$ cat config.mk
export PLATFORM = sky130hd
export DESIGN_NAME = mjt_front
export DESIGN_NICKNAME = d
export VERILOG_FILES = /design/src/rtl/mjt_pkg.sv /design/src/rtl/mjt_front.sv
export SDC_FILE = /design/constraint.sdc
export NUM_CORES = 1
export LEC_CHECK = 0
export BUFFER_PORTS_ARGS = -buffer_cell sky130_fd_sc_hd__buf_2
export CAP_MARGIN = 25
export CORE_ASPECT_RATIO = 1.5
export CORE_MARGIN = 8
export CORE_UTILIZATION = 45
export DETAILED_ROUTE_END_ITERATION = 8
export PLACE_DENSITY_LB_ADDON = 0.12
export REMOVE_ABC_BUFFERS = 1
export SLEW_MARGIN = 40
export SYNTH_ARGS = -nofsm -noshare
export SYNTH_HDL_FRONTEND = slang
export SYNTH_SLANG_ARGS = --single-unit
export TNS_END_PERCENT = 100
$ cat constraint.sdc
create_clock -name clk -period 4.8 [get_ports clk]
set_input_delay 0.48 -clock clk [delete_from_list [all_inputs] [get_ports clk]]
set_output_delay 0.48 -clock clk [all_outputs]
set_load 0.01 [all_outputs]
$ cat src/rtl/mjt_pkg.sv
// ----------------------------------------------------------------------------
// Minimum-jerk trajectory package
// Shared types, codes and sizes of the quintic move evaluator.
// ----------------------------------------------------------------------------
package mjt_pkg;

  typedef enum logic [1:0] {
    PH_BEFORE = 2'd0,
    PH_MOVING = 2'd1,
    PH_DONE   = 2'd2
  } phase_t;

  typedef enum logic [1:0] {
    REG_START_TIME = 2'd0,
    REG_START_POS  = 2'd1,
    REG_END_POS    = 2'd2,
    REG_DURATION   = 2'd3
  } reg_idx_t;

  localparam int TIME_W   = 40;
  localparam int POS_W    = 32;
  localparam int DUR_W    = 32;
  localparam int RATE_W   = 48;
  localparam int CFG_W    = 40;
  localparam int FQ_DEPTH = 4;

  localparam int S_STEPS  = 32;
  localparam int AN_STEPS = 69;
  localparam int VQ_STEPS = 49;
  localparam int AQ_STEPS = 49;

  typedef struct packed {
    logic [TIME_W-1:0]       start_time;
    logic signed [POS_W-1:0] start_position;
    logic signed [POS_W-1:0] end_position;
    logic [DUR_W-1:0]        move_duration;
  } cfg_t;

  typedef struct packed {
    phase_t           phase;
    logic [DUR_W-1:0] dt;
  } fq_entry_t;

  typedef struct packed {
    logic      valid;
    fq_entry_t entry;
  } fq_out_t;

  typedef struct packed {
    logic signed [POS_W-1:0]  position;
    logic signed [RATE_W-1:0] velocity;
    logic signed [RATE_W-1:0] acceleration;
    phase_t                   phase;
  } result_t;

endpackage

$ cat src/rtl/mjt_front.sv
// ----------------------------------------------------------------------------
// Minimum-jerk front end
// Accepts time samples, classifies the phase of the move and queues work.
// ----------------------------------------------------------------------------
module mjt_front (
  input  logic                      clk,
  input  logic                      rst,
  input  mjt_pkg::cfg_t             cfg,
  input  logic                      push,
  input  logic [mjt_pkg::TIME_W-1:0] time_now,
  output logic                      full,
  output mjt_pkg::fq_out_t          head,
  input  logic                      take
);
  import mjt_pkg::*;

  localparam int PW = $clog2(FQ_DEPTH);

  fq_entry_t       fq_mem [FQ_DEPTH];
  logic [PW-1:0]   wptr;
  logic [PW-1:0]   rptr;
  logic [PW:0]     count;
  logic [TIME_W:0] diff;
  logic            done;
  fq_entry_t       entry;
  logic            wr_ok;
  logic            rd_ok;

  assign diff = {1'b0, time_now} - {1'b0, cfg.start_time};
  assign done = diff[TIME_W-1:0] >= TIME_W'(cfg.move_duration);

  always_comb begin
    entry.dt = '0;
    if (diff[TIME_W]) begin
      entry.phase = PH_BEFORE;
    end else if (done) begin
      entry.phase = PH_DONE;
    end else begin
      entry.phase = PH_MOVING;
      entry.dt    = diff[DUR_W-1:0];
    end
  end

  assign full  = count == (PW+1)'(FQ_DEPTH);
  assign wr_ok = push & ~full;
  assign rd_ok = take & head.valid;

  assign head.valid = count != '0;
  assign head.entry = fq_mem[rptr];

  always_ff @(posedge clk) begin
    if (rst) begin
      wptr  <= '0;
      rptr  <= '0;
      count <= '0;
    end else begin
      if (wr_ok) wptr <= wptr + 1'b1;
      if (rd_ok) rptr <= rptr + 1'b1;
      count <= count + (PW+1)'(wr_ok) - (PW+1)'(rd_ok);
    end
  end

  always_ff @(posedge clk) begin
    if (wr_ok) fq_mem[wptr] <= entry;
  end

endmodule

==> results of run 1 <==
[per-layer routing]
metal,up-vias,share of wire (%)
li1,3436,-
met4,0,1.9
met2,137,53
met5,-,0
met3,23,3.3
met1,3199,42
[sequential cells by signal, indices dropped and copies added (netlist names), named ones only]
| name | cells |
|---|---|
| fq_mem | 136 |
| wptr | 2 |
| count | 3 |
| rptr | 2 |
[Yosys cell counts, types with 9 or more instances]
cell,n,area share [%]
nor2b_1,10,0.69
nand3_1,10,0.55
clkbuf_1,11,0.45
nor2_1,52,2.1
o21ai_0,31,1.7
xor2_1,9,0.86
inv_1,100,4.1
o21ai_1,12,0.66
nand2_1,57,2.3
dfxtp_1,9,2.0
nor3_2,13,1.4
ha_1,78,11
mux4_2,34,8.4
a21o_1,18,1.5
a21oi_1,53,2.9
edfxtp_1,136,45
xnor2_1,27,2.6
nand4_1,16,1.1
[power by group through the flow]
stage / clock network, mW / logic (mW) / registers, mW
2_1_floorplan: 0 / 0.908 / 1.66
3_3_place_gp: 0 / 1.48 / 1.67
3_5_place_dp: 0 / 1.48 / 1.67
4_1_cts: 1.44 / 1.49 / 1.65
5_1_grt: 1.49 / 1.63 / 1.66
6_report: 1.41 / 1.47 / 1.64
[worst max path at each step]
stage                      from  slack [ps]            end  cells after the start
global placement       cfg[102]        -180   fq_mem[0][6]                     21
floorplan           time_now[0]         240  fq_mem[0][33]                     21
CTS                    cfg[102]         260   fq_mem[1][6]                     24
global route           cfg[100]          10  fq_mem[2][13]                     24
detailed placement     cfg[102]        -180   fq_mem[1][6]                     21
finish                 cfg[109]         370  fq_mem[0][25]                     24
[layout make-up]
| class | instances | share of cell area (%) |
|---|---|---|
| clock buffer | 27 | 5.58 |
| clock inverter | 5 | 0.185 |
| inverter | 100 | 3.26 |
| multi-input combinational | 527 | 37.8 |
| sequential | 145 | 37.0 |
| tap | 264 | 2.87 |
| timing repair buffer | 252 | 13.3 |
[kinds of logic (layout without fill, tap and decap cells)]
| kind of cell | after synthesis | in the layout |
|---|---|---|
| compound gates | 172 | 172 |
| xor+xnor | 36 | 36 |
| fa+ha+maj | 80 | 80 |
| buf+inv | 129 | 384 |
| flops | 145 | 145 |
| mux | 36 | 36 |
| simple gates | 203 | 203 |
[stage by stage]
stage | utilization, % | setup TNS (ps) | power (mW)
6_report | 57.1 | 0 | 4.52
5_1_grt | 57.1 | 0 | 4.79
4_1_cts | 56.9 | 0 | 4.57
3_5_place_dp | 53.6 | -15900 | 3.15
3_3_place_gp | 53.6 | -18660 | 3.15
2_1_floorplan | - | 0 | 2.57
[what timing repair did]
item | CTS | global route
buffers inserted | 0 | 0
hold buffers | 0 | 0
gates resized for setup | 0 | 5
setup endpoints to repair | 0 | 132
[layout by cell type, fill, tap and decap left out, types with 3 or more instances in the layout]
cell	instances
nor3_2	13
ha_1	78
edfxtp_1	136
mux4_2	34
nand3_1	10
o21bai_1	3
inv_1	100
nand4_1	16
buf_4	99
o21a_1	6
buf_2	151
a21o_1	18
a211oi_1	6
and2_1	5
nor2b_1	10
nor4_1	3
nand2b_1	7
or3_1	6
a21oi_2	3
nor3b_2	3
nand2_1	57
a21oi_1	52
o21ai_0	31
clkbuf_16	25
nor2_1	51
o211ai_1	7
clkinv_1	3
o21ai_1	12
xnor2_1	27
a21boi_0	3
nor3_1	7
dfxtp_1	8
o31ai_1	3
xor2_1	9
==> metrics.yaml, run 1 <==
synth:
  synthArstFlopShare_pct: 0
  synth_mux_area_share_pct: 8.61
  ys_warn_count: 0
  syn_inst: 801
  synth_ff_type: "edfxtp_1"
  synth_cell_type_count: 71
  yosys.area_share.simple_pct: 11.8
  yosysSeqAreaShare_pct: 46.7
  synth_top_family_by_area: "compound AO/OA/AOI/OAI gates"
  synth_xor_area_share_pct: 3.46
  synth_edf_count: 136
  ys_ff_latch: 145
  syn-cell-area_mm2: 0.00912
  synthAdderAreaFrac_pct: 11.1
  synth.avg_cell_area_um2: 11.4
  synth_compound_area_share_pct: 12.4
route:
  ant_nets: 0
  drt_pass1_iterations: 4
  via_per_inst: 5.15
  initialDrtViolationCount: 216
  wl_per_cell_um: 16.4
  vias: 6795
  routed_wl_um: 21700
  drc: 0
floorplanning:
  die_h_um: 190
  die_w_um: 132
  dieArea_mm2: 0.0252
  coreArea_mm2: 0.0202
  placementRows: 64
  io-pin-count: 216
  start_util_pct: 45.2
layout:
  regArea_mm2: 0.00427
  fin_cells: 1320
  layout.nets: 1311
  area_growth_syn_to_layout_pct: 26.3
  num_antenna_cells: 0
  multiInputGateArea_mm2: 0.00435
  fillerInstances: 1812
  drive_above_1_share_pct: 33.3
  fin_area_mm2: 0.0115
clock_tree:
  clock-root-buffer: "clkbuf_16"
  insertion_delay_ps: 450
  numCtsBuffers: 25
  ctsHtreeMaxLevel: 4
  cts_tree: "yes"
  cts_max_path_buffers: 3
  clkTransAtPathRegs_ps: 50
  cts.sinks: 145
timing:
  hold_viol_final: 0
  worst_clock_skew_ps: 9.45
  fin_crit_sh_pct: 92.4
  setup_slack_ps: 366
  hold_slack_ps: 318
  setup_viol: 0
  maxClockFrequency_mhz: 226
  slew_headroom_pct: 47.6
  period_needed_ps: 4430
  max_slew.worst_pin.slew_ps: 786
  drv_slew: 0
  rsz0062_at_grt: "false"
worst_setup_path:
  endpoint_kind: "flip-flop"
  cp-start-kind: "input pin"
  r2r_start: "count[1]"
  crit_family: "simple AND/OR/NAND/NOR gates"
  slowest_stage: "or3_1"
  worstPathRequired_ps: 4980
  arrival_ps: 4610
  timing.rr.end: "count[2]"
  reg2reg_depth: 11
  crit_fanout: 9
  max_stage_delay_ps: 410
  path_common_cell: "buf_4"
  path_buf_inv: 8
  r2r_slack_ps: 2430
  critPathKind: "input pin to flip-flop"
  crit_path_cell_trace: "buf_2 > inv_1 > ha_1 > buf_4 > buf_4 > a21oi_1 > o21ai_1 > o21ai_1 > nand3_1 > buf_4 > xnor2_1 > inv_1 > ha_1 > nand4_1 > or3_1 > or2_2 > o21ai_0 > nor3_1 > o31ai_1 > buf_4 > a311oi_2 > nand4_4 > buf_4 > nor2_1"
hold_path:
  whs_path_depth: 2
  hold_start: "rst"
  hp-class: "input pin to flip-flop"
placed_design:
  dp_hpwl_um: 17100
  dp_cells: 1287
  dp_slack_ps: -184
  portBuffers: 151
  dpl_cell_area_mm2: 0.0108
  gp_congestion: 0.883
global_routing:
  grt_overflow: 0
  globalRouteMet2Util_pct: 32.8
  first_global_vias: 7336
  busiest_layer: "met2"
  gr-usage-all-layers_pct: 17.4
  grt_util_met1_pct: 20.0
  grt_util_met3_pct: 2.43
  grt_pass1_wl_um: 35600
  antenna_found_initial: 0
  grt_max_degree: 35
run_status:
  status: "finished, final reports clean"
power_and_ir_drop:
  p_sw_mw: 1.30
  p_per_area_mw_per_mm2: 392
  p_seq_share_pct: 36.3
  sw_frac_of_total_pct: 28.8
  p_leak_nw: 4.95
  clockPowerShare_pct: 31.2
  p_comb_share_pct: 32.5
  vdd_ir_drop_max_mv: 0.210
  p_int_mw: 3.22
run:
  cap_violations: 0
(Power assumes the default switching activity.)
==> inputs of run 2 (changes only) <==
--- a/config.mk
+++ b/config.mk
@@ -10,6 +10,7 @@
 export CORE_ASPECT_RATIO = 1.5
 export CORE_MARGIN = 8
 export CORE_UTILIZATION = 45
+export CTS_BUF_LIST = sky130_fd_sc_hd__clkbuf_8
 export DETAILED_ROUTE_END_ITERATION = 8
 export PLACE_DENSITY_LB_ADDON = 0.12
 export REMOVE_ABC_BUFFERS = 1
==> run 2 against run 1 <==
  * Via count decreased by 0.26%
  * Worst setup slack better by 20 ps
  * Worst hold slack worse by 19 ps
  * Non-clock buffer count did not move
  * Global-route usage shrank 0.073 points
  * Sequential power barely moved
  * Sequential share of layout area is 0.93 points higher
  * Die area did not move
  * Largest cell class unchanged
==> metrics.yaml, run 2 (synthesis results as in run 1) <==
floorplanning:
  die_w_um: 132  # unchanged
  start_util_pct: 45.2  # unchanged
  die_h_um: 190  # unchanged
  dieArea_mm2: 0.0252  # unchanged
  placementRows: 64  # unchanged
  coreArea_mm2: 0.0202  # unchanged
  io-pin-count: 216  # unchanged
worst_setup_path:
  path_buf_inv: 8  # unchanged
  cp-start-kind: "input pin"  # unchanged
  r2r_slack_ps: 2400  # was 2430 ps
  slowest_stage: "or3_1"  # unchanged
  max_stage_delay_ps: 410  # about the same
  arrival_ps: 4600  # was 4610 ps
  crit_path_cell_trace: "buf_2 > inv_1 > ha_1 > buf_4 > buf_4 > a21oi_1 > o21ai_1 > o21ai_1 > nand3_1 > buf_4 > xnor2_1 > inv_1 > ha_1 > nand4_1 > or3_1 > or2_2 > o21ai_0 > nor3_1 > o31ai_1 > buf_4 > a311oi_2 > nand4_4 > buf_4 > nor2_1"  # unchanged
  worstPathRequired_ps: 4990  # was 4980 ps
  endpoint_kind: "flip-flop"  # unchanged
  crit_family: "simple AND/OR/NAND/NOR gates"  # unchanged
  critPathKind: "input pin to flip-flop"  # unchanged
  path_common_cell: "buf_4"  # unchanged
  crit_fanout: 9  # unchanged
run_status:
  status: "finished, final reports clean"  # unchanged
hold_path:
  hp-class: "input pin to flip-flop"  # unchanged
global_routing:
  grt_max_degree: 35  # unchanged
  gr-usage-all-layers_pct: 17.3  # was 17.4%
  grt_util_met3_pct: 2.56  # was 2.43%
  first_global_vias: 7289  # was 7336
  busiest_layer: "met2"  # unchanged
  globalRouteMet2Util_pct: 32.8  # about the same
  grt_overflow: 0  # unchanged
  grt_util_met1_pct: 19.7  # was 20.0%
  antenna_found_initial: 0  # unchanged
  grt_pass1_wl_um: 35300  # was 35600 µm
layout:
  final_core_util_pct: 55.7  # was 57.1%
  layout_commonest_cell: "buf_2"  # unchanged
  reg.largest.list: "fq_mem x136, count x3"  # unchanged
  layout.nets: 1311  # unchanged
  final_cell_mix: "buf_2, edfxtp_1, inv_1"  # unchanged
  regArea_mm2: 0.00427  # unchanged
  largest_register: "fq_mem"  # unchanged
  drive_above_1_share_pct: 33.3  # unchanged
  multiInputGateArea_mm2: 0.00435  # unchanged
  fillerInstances: 1850  # was 1812
  largest_register_ffs: 136  # unchanged
  num_antenna_cells: 0  # unchanged
  area_growth_syn_to_layout_pct: 23.2  # was 26.3%
timing:
  maxClockFrequency_mhz: 227  # was 226 MHz
  rsz0062_at_grt: "false"  # unchanged
  slew_headroom_pct: 47.0  # was 47.6%
  hold_viol_final: 0  # unchanged
  max_slew.worst_pin.slew_ps: 794  # was 786 ps
  fin_crit_sh_pct: 92.0  # was 92.4%
  setup_viol: 0  # unchanged
  worst_clock_skew_ps: 10.2  # was 9.45 ps
  hold_slack_ps: 299  # was 318 ps
  period_needed_ps: 4410  # was 4430 ps
  drv_slew: 0  # unchanged
clock_tree:
  cts_setup_buffers: 0  # unchanged
  numCtsBuffers: 25  # unchanged
  cts_max_path_buffers: 3  # unchanged
  cts_tree: "yes"  # unchanged
  cts_resized: 0  # unchanged
  clock-root-buffer: "clkbuf_8"  # was clkbuf_16
  cts.sinks: 145  # unchanged
  ctsHtreeMaxLevel: 4  # unchanged
  cts_hold_buf: 0  # unchanged
  insertion_delay_ps: 460  # was 450 ps
  clkTransAtPathRegs_ps: 60  # was 50 ps
route:
  routed_wl_um: 21600  # was 21700 µm
  drt_pass1_iterations: 4  # unchanged
  via_per_inst: 5.13  # was 5.15
  ant_nets: 0  # unchanged
  initialDrtViolationCount: 199  # was 216
  drc: 0  # unchanged
  wl_per_cell_um: 16.4  # about the same
  vias: 6777  # was 6795
placed_design:
  dp_hpwl_um: 17100  # unchanged
  portBuffers: 151  # unchanged
  gp_congestion: 0.883  # unchanged
power_and_ir_drop:
  p_leak_nw: 4.83  # was 4.95 nW
  p_per_area_mw_per_mm2: 356  # was 392 mW/mm²
  vdd_ir_drop_max_mv: 0.134  # was 0.210 mV
run:
  cap_violations: 0  # unchanged
[run 2: cell count changes in the layout (fill, tap and decap cells not counted), sizes merged]
cell and delta:
clkbuf -1, inv +1
[run 2: layout make-up]
type | count | area share [%]
flip-flops and latches | 145 | 38.0
well taps | 264 | 2.94
inverters | 100 | 3.34
multi-input cells | 527 | 38.7
clock buffers | 26 | 3.18
repair buffers | 252 | 13.6
clock inverters | 6 | 0.223
[run 2: worst paths after layout]
kind | start | cells past startpoint | endpoint
max | cfg[109] | 24 | fq_mem[0][25]
max reg2reg | count[1] | 11 | count[2]
min | rst | 2 | flip-flop
min reg2reg | rptr[1] | 2 | rptr[1]
[run 2: power by group]
part / leakage [nW] / switching [mW] / internal [mW] / total, mW
clock: 0.205 / 0.412 / 0.487 / 0.898
sequential: 1.36 / 0.0952 / 1.54 / 1.64
combinational: 3.26 / 0.731 / 0.736 / 1.47
[run 2: stage by stage]
step	cells	setup TNS, ps	power, mW	area (µm²)	worst slack, ps
finish	1320	0	4.00	11200	385
global route	1320	0	4.27	11200	37.3
CTS	1319	0	4.06	11200	284
detailed placement	1287	-15900	3.15	10800	-184
global placement	1287	-18660	3.15	10800	-184
floorplan	772	0	2.57	8960	237
[run 2: metal layers]
layer / wire length (µm) / up-vias
met5: 0 / -
met3: 724 / 25
met4: 411 / 0
met1: 9060 / 3177
li1: - / 3436
met2: 11400 / 139
==> inputs of run 3 (changes only) <==
--- a/config.mk
+++ b/config.mk
@@ -8,7 +8,7 @@
 export BUFFER_PORTS_ARGS = -buffer_cell sky130_fd_sc_hd__buf_2
 export CAP_MARGIN = 25
 export CORE_ASPECT_RATIO = 1.5
-export CORE_MARGIN = 8
+export CORE_MARGIN = 5
 export CORE_UTILIZATION = 45
 export CTS_BUF_LIST = sky130_fd_sc_hd__clkbuf_8
 export DETAILED_ROUTE_END_ITERATION = 8
==> constraint.sdc (replaced) <==
create_clock -name clk -period 5.25 [get_ports clk]
set_input_delay 0.525 -clock clk [delete_from_list [all_inputs] [get_ports clk]]
set_output_delay 0.525 -clock clk [all_outputs]
set_load 0.01 [all_outputs]
==> run 3 against run 2 <==
  * Total power is 11% lower
  * Highest routed layer unchanged
  * Sequential power decreased by 9%
  * Largest cell class unchanged
  * Design area decreased by 4.7%
==> metrics.yaml, run 3 (synthesis results as in run 1) <==
run_status:
  status: "finished, final reports clean"  # unchanged
global_routing:
  first_global_vias: 6928  # was 7289
  antenna_found_initial: 0  # unchanged
  grt_overflow: 0  # unchanged
  grt_max_degree: 35  # unchanged
  grt_pass1_wl_um: 33800  # was 35300 µm
  gr-usage-all-layers_pct: 18.2  # was 17.3%
floorplanning:
  coreArea_mm2: 0.0199  # was 0.0202 mm²
  die_h_um: 184  # was 190 µm
  dieArea_mm2: 0.0233  # was 0.0252 mm²
  io-pin-count: 216  # unchanged
  start_util_pct: 45.9  # was 45.2%
  placementRows: 63  # was 64
  die_w_um: 126  # was 132 µm
hold_path:
  hp-class: "input pin to flip-flop"  # unchanged
timing:
  hold_slack_ps: 331  # was 299 ps
  maxClockFrequency_mhz: 216
  fin_tns_setup_ps: 0  # unchanged
  setup_viol: 0  # unchanged
  fin_crit_sh_pct: 88.3
  max_slew.worst_pin.slew_ps: 726  # was 794 ps
  slew_headroom_pct: 51.6  # was 47.0%
  period_needed_ps: 4630
  rsz0062_at_grt: "false"  # unchanged
  hold_viol_final: 0  # unchanged
  drv_slew: 0  # unchanged
  worst_clock_skew_ps: 15.1  # was 10.2 ps
layout:
  fin_area_mm2: 0.0107  # was 0.0112 mm²
  layout_commonest_cell: "buf_2"  # unchanged
  reg.largest.list: "fq_mem x136, count x3"  # unchanged
  fillerInstances: 1867  # was 1850
  largest_register_ffs: 136  # unchanged
  final_cell_mix: "buf_2, edfxtp_1, inv_1"  # unchanged
  num_antenna_cells: 0  # unchanged
  area_growth_syn_to_layout_pct: 17.5  # was 23.2%
  largest_register: "fq_mem"  # unchanged
  drive_above_1_share_pct: 28.3  # was 33.3%
  layout.nets: 1244  # was 1311
power_and_ir_drop:
  sw_frac_of_total_pct: 31.4  # was 30.9%
  p_comb_share_pct: 35.4  # was 36.6%
  p_leak_nw: 4.52  # was 4.83 nW
  p_per_area_mw_per_mm2: 331  # was 356 mW/mm²
  p_seq_share_pct: 42.0  # was 40.9%
  p_int_mw: 2.44  # was 2.76 mW
  vdd_ir_drop_max_mv: 0.148  # was 0.134 mV
  p_sw_mw: 1.11  # was 1.24 mW
  clockPowerShare_pct: 22.6  # was 22.4%
route:
  initialDrtViolationCount: 301  # was 199
  vias: 6707  # was 6777
  via_per_inst: 5.37  # was 5.13
  ant_nets: 0  # unchanged
  drt_pass1_iterations: 6  # was 4
  wl_per_cell_um: 16.7  # was 16.4 µm
  routed_wl_um: 20800  # was 21600 µm
  drc: 0  # unchanged
run:
  cap_violations: 0  # unchanged
worst_setup_path:
  cp-start-kind: "input pin"  # unchanged
  critPathKind: "input pin to flip-flop"  # unchanged
  r2r_slack_ps: 2890  # was 2400 ps
  worstPathRequired_ps: 5490  # was 4990 ps
  arrival_ps: 4870  # was 4600 ps
  endpoint_kind: "flip-flop"  # unchanged
  crit_fanout: 8  # was 9
clock_tree:
  cts.sinks: 145  # unchanged
  cts_tree: "yes"  # unchanged
  clock-root-buffer: "clkbuf_8"  # unchanged
  numCtsBuffers: 25  # unchanged
  ctsHtreeMaxLevel: 4  # unchanged
  cts_setup_buffers: 0  # unchanged
  cts_resized: 0  # unchanged
  clkTransAtPathRegs_ps: 60  # about the same
  insertion_delay_ps: 470  # was 460 ps
  cts_hold_buf: 0  # unchanged
  cts_max_path_buffers: 3  # unchanged
placed_design:
  portBuffers: 151  # unchanged
  dpl_cell_area_mm2: 0.0103  # was 0.0108 mm²
  gp_congestion: 0.849  # was 0.883
  dp_hpwl_um: 16200  # was 17100 µm
## run 3: power by group through the flow
stage / registers [mW] / clock network, mW / logic [mW]
after detailed placement: 1.52 / 0 / 1.28
after global placement: 1.52 / 0 / 1.28
final: 1.49 / 0.804 / 1.26
after CTS: 1.50 / 0.829 / 1.29
after global routing: 1.51 / 0.891 / 1.40
after floorplan: 1.52 / 0 / 0.830
## run 3: path summary, 6_finish.rpt
path / start / depth (start not counted) / end
setup / recovery: cfg[107] / 20 / fq_mem[3][6]
hold / removal: rst / 2 / count[1]
setup reg to reg: count[1] / 11 / count[2]
hold reg to reg: rptr[1] / 2 / rptr[1]
## run 3: layer usage
metal	GRT usage (%)	share of wire [%]	up-vias
met4	7.17	2.6	0
met3	2.52	3.6	27
li1	-	-	3298
met2	33.1	52	160
met5	0	0	-
met1	21.6	41	3222
## run 3: critical path, stage by stage
cell,delay [ps]
buf_2,70
inv_1,30
ha_1,390
nand2_1,120
nor4_1,280
o21ai_1,180
a31oi_1,500
a31oi_1,190
xnor2_1,300
ha_1,310
a21oi_1,150
nor2b_1,60
o21ai_0,170
a211oi_1,110
nor3_1,180
o31ai_1,150
a311oi_2,320
nand4_4,260
buf_12,230
nor4_2,350
## run 3: through the flow
step | setup WS (ps) | cells | total power, mW | util [%]
after global routing | 228 | 1249 | 3.81 | 53.9
after floorplan | 642 | 772 | 2.35 | -
after global placement | 192 | 1217 | 2.79 | 52.0
after CTS | 645 | 1249 | 3.61 | 53.9
after detailed placement | 159 | 1217 | 2.80 | 52.1
final | 615 | 1249 | 3.55 | 53.9
## run 3: area by class of cell
class / count / area, µm² / area share, %
timing repair buffer: 185 / 1050 / 9.78
clock inverter: 7 / 31.3 / 0.292
inverter: 100 / 375 / 3.50
clock buffer: 25 / 344 / 3.21
sequential: 145 / 4270 / 39.8
tap: 260 / 325 / 3.04
multi-input combinational: 527 / 4320 / 40.4
